File: config.mk
export PLATFORM = sky130hd
export DESIGN_NAME = ksle_ram
export DESIGN_NICKNAME = d
export VERILOG_FILES = /design/src/rtl/core/ksle_ram.sv
export SDC_FILE = /design/constraint.sdc
export NUM_CORES = 1
export LEC_CHECK = 0
export CORE_UTILIZATION = 65
export DETAILED_ROUTE_END_ITERATION = 12
export DONT_BUFFER_PORTS = 1
export PLACE_DENSITY = 0.81
export REMOVE_ABC_BUFFERS = 1
export SLEW_MARGIN = 20
export SYNTH_ARGS = -nofsm -noshare
export SYNTH_HDL_FRONTEND = slang
export SYNTH_SLANG_ARGS = --single-unit
File: constraint.sdc
create_clock -name i_clk -period 2.6 [get_ports i_clk]
set_input_delay 0.13 -clock i_clk [delete_from_list [all_inputs] [get_ports i_clk]]
set_output_delay 0.13 -clock i_clk [all_outputs]
set_load 0.005 [all_outputs]
File: src/rtl/core/ksle_ram.sv
// Generic single write port, single read port RAM with a registered read.
module ksle_ram #(
    parameter int WIDTH = 8,
    parameter int DEPTH = 16
) (
    input  logic                     i_clk,
    input  logic                     i_we,
    input  logic [$clog2(DEPTH)-1:0] i_waddr,
    input  logic [WIDTH-1:0]         i_wdata,
    input  logic                     i_re,
    input  logic [$clog2(DEPTH)-1:0] i_raddr,
    output logic [WIDTH-1:0]         o_rdata
);

    logic [WIDTH-1:0] r_mem [DEPTH];
    logic [WIDTH-1:0] r_rdata;

    // Write port.
    always_ff @(posedge i_clk) begin
        if (i_we) begin
            r_mem[i_waddr] <= i_wdata;
        end
    end

    // Registered read port; the data holds while no read is issued.
    always_ff @(posedge i_clk) begin
        if (i_re) begin
            r_rdata <= r_mem[i_raddr];
        end
    end

    assign o_rdata = r_rdata;

endmodule
==> out/results.tsv <==
metric	value	unit
outcome	complete, no violations	
swShare	20.3	%
chipWidth	91.7	microns
crit_cells	3	
worstSetupPathType	flop to flop	
fin_nets	276	
power.share.clock	46.8	%
ys_top_cells_by_area	edfxtp_1, mux4_2, mux4_1, a22oi_1, nor2_1	
nFillCells	406	
areaGrowthSynthToFinish	15.5	%
io_pins	27	
root_buffer	clkbuf_8	
cts.repair.resized	0	
antenna_found_initial	2	
cp-end-kind	flop	
r2r_slack	0.98	ns
drive_gt1_share	20.4	%
coreArea	7770	sq um
timing.final.ws_setup	0.979	ns
hold-worst-slack	0.0268	ns
path_buf_inv	0	
num_vias	2568	
finalClockSkew	0.0206	ns
clock_latency	0.52	ns
ys_seq_elements	136	
drc_errors	0	
ir_drop	0.525	mV
ys_seq_area_share	78.1	%
viasPerCell	6.88	
drt-total-wl	10.9	mm
rsz0062_at_grt	false	
crit_family	multiplexers	
ant_nets	0	
dieHeight	91.7	microns
syn_avg_cell_area	22.8	sq um
cts_tree	yes	
timing.fmax	0.617	GHz
p_switching	1020	uW
maxCapViolCount	0	
tns	0	ns
worstPathRequired	2.85	ns
start_util	67.3	%
rr_worst_depth	3	
ys_warn_count	0	
fin_crit	1.62	ns
path_cells	mux4_2 -> a22oi_1 -> nand2_1	
gp_congestion	0.744	
dpl_cell_area	5310	sq um
internal_power	4020	uW
synth_top_area_share	78.1	%
critPathMaxFanout	1	
wl_met3	1.18	mm
grt_pass1_vias	2690	
cts-htree-levels	4	
min_path_type	primary input to flop	
slowest_delay	0.51	ns
place_ws	0.974	ns
drt_iter0_drc	274	
cp-start-kind	flop	
cts_made_buffers	17	
arrival	1.87	ns
firstDrtPassIters	5	
finalSetupViolCount	0	
grt_pass1_wl	16.5	mm
grt-ovfl-total	0	
placed_cells_incl_taps	327	
finalNonFillerCells	373	
max-slew-margin-rel	35.7	%
p_comb_share	3.7	%
hold_viol	0	
p_leak	0.00197	uW
synth_cell_type_count	18	
wl_met1	4.05	mm
clk_path_buf_depth	2	
die-area	8410	sq um
grt_use_total	29.4	%
min_path_cells	3	
wl_met2	5.49	mm
slowest_stage	mux4_2	
rows	32	
final_area	6040	sq um
clock_sinks	136	
seq_area	4080	sq um
synth_area	5230	sq um
io_buffers	0	
clk_pin_slew	0.06	ns
postSynthCellCount	229	
finalCritPeriodShare	62.3	%
dp_hpwl	5.84	mm
top_layer	met4	
drv_slew	0	
multi_input_area	1060	sq um
synth_largest_area_cell	edfxtp_1	
grt_start_max_net_pins	33	
worst_pin_slew	0.961	ns
p_per_area	834	nW/um^2
routedWlPerCell	29.3	microns
p_seq_share	49.4	%
[synth_stat cells]
cell and number:
buf_2 3, clkdlybuf4s25_2 3, nor3_1 4, nand2b_1 2
a22oi_1 16, buf_6 3, nor2b_1 1, or3b_2 1
nand3b_1 2, buf_4 1, mux4_1 14, nor2_1 13
nand3_1 1, edfxtp_1 136, and2b_1 1, and2_1 1
mux4_2 18, nand2_1 9
[tightest hold or removal path: cells and delay by family]
family	cells	cell delay (ns)
AO/OA/AOI/OAI	1	0.10
multiplexers	1	0.14
AND/OR/NAND/NOR	1	0.07
[cell type report]
cell class              instances  share of cell area (%)
flip-flops and latches        136                    67.6
multi-input cells              83                    17.5
clock buffers                  17                    6.86
repair buffers                 19                    2.90
clock inverters                14                    2.88
well taps                     102                    2.11
diodes                          2                  0.0829
[flip-flops by register name, summed over array words and instances (netlist names)]
register	count
r_mem	128
o_rdata	8
[what timing repair did]
item                                   4_1_cts  5_1_grt
hold buffers                                13        0
buffers inserted                             0        0
endpoints found under the hold margin      165        0
[cell families (layout without fill, tap and decap cells)]
logic type / after synthesis / count (layout) / synth area share (%)
AOI/OAI and AO/OA: 16 / 16 / 2.30
buffers and inverters: 10 / 50 / 1.65
DFF: 136 / 136 / 78.1
muxes: 32 / 32 / 14.8
other: 0 / 2 / 0
and+or+nand+nor: 35 / 35 / 3.14
[power by group through the flow]
stage | Combinational [uW] | Clock (uW) | Sequential (uW)
3_5_place_dp | 130 | 0 | 2530
6_report | 188 | 2360 | 2490
2_1_floorplan | 98.5 | 0 | 2530
3_3_place_gp | 128 | 0 | 2530
5_1_grt | 199 | 2450 | 2490
4_1_cts | 187 | 2370 | 2490
[cells in the final DEF (no fill, tap or decap), drive strengths merged, types with 3 or more instances in the layout]
cell / Yosys / final
a22oi: 16 / 16
buf: 7 / 6
bufinv: 0 / 3
clkbuf: 0 / 17
clkinv: 0 / 6
clkinvlp: 0 / 3
dlygate4sd3: 0 / 13
edfxtp: 136 / 136
mux4: 32 / 32
nand2: 9 / 9
nor2: 13 / 13
nor3: 4 / 4
[path summary, 6_finish.rpt]
| check | start | endpoint |
|---|---|---|
| worst min register to register | r_mem[4][1]$_DFFE_PP_ | o_rdata[1]$_DFFE_PP_ |
| worst min-delay path | i_raddr[1] | o_rdata[5]$_DFFE_PP_ |
| worst max-delay path | r_mem[0][4]$_DFFE_PP_ | o_rdata[4]$_DFFE_PP_ |
| worst max register to register | r_mem[0][4]$_DFFE_PP_ | o_rdata[4]$_DFFE_PP_ |
[stage by stage]
stage	power (uW)	utilization [%]
after CTS	5040	77.7
after floorplan	2620	-
after global placement	2660	68.4
after global routing	5140	77.7
final	5040	77.7
after detailed placement	2660	68.4
[layer usage]
metal	global-route usage [%]	vias up
met2	45.4	185
met1	39.2	1321
met5	0	-
li1	-	1045
met4	11.1	0
met3	10.4	17
Power figures use the tool's default switching activity.
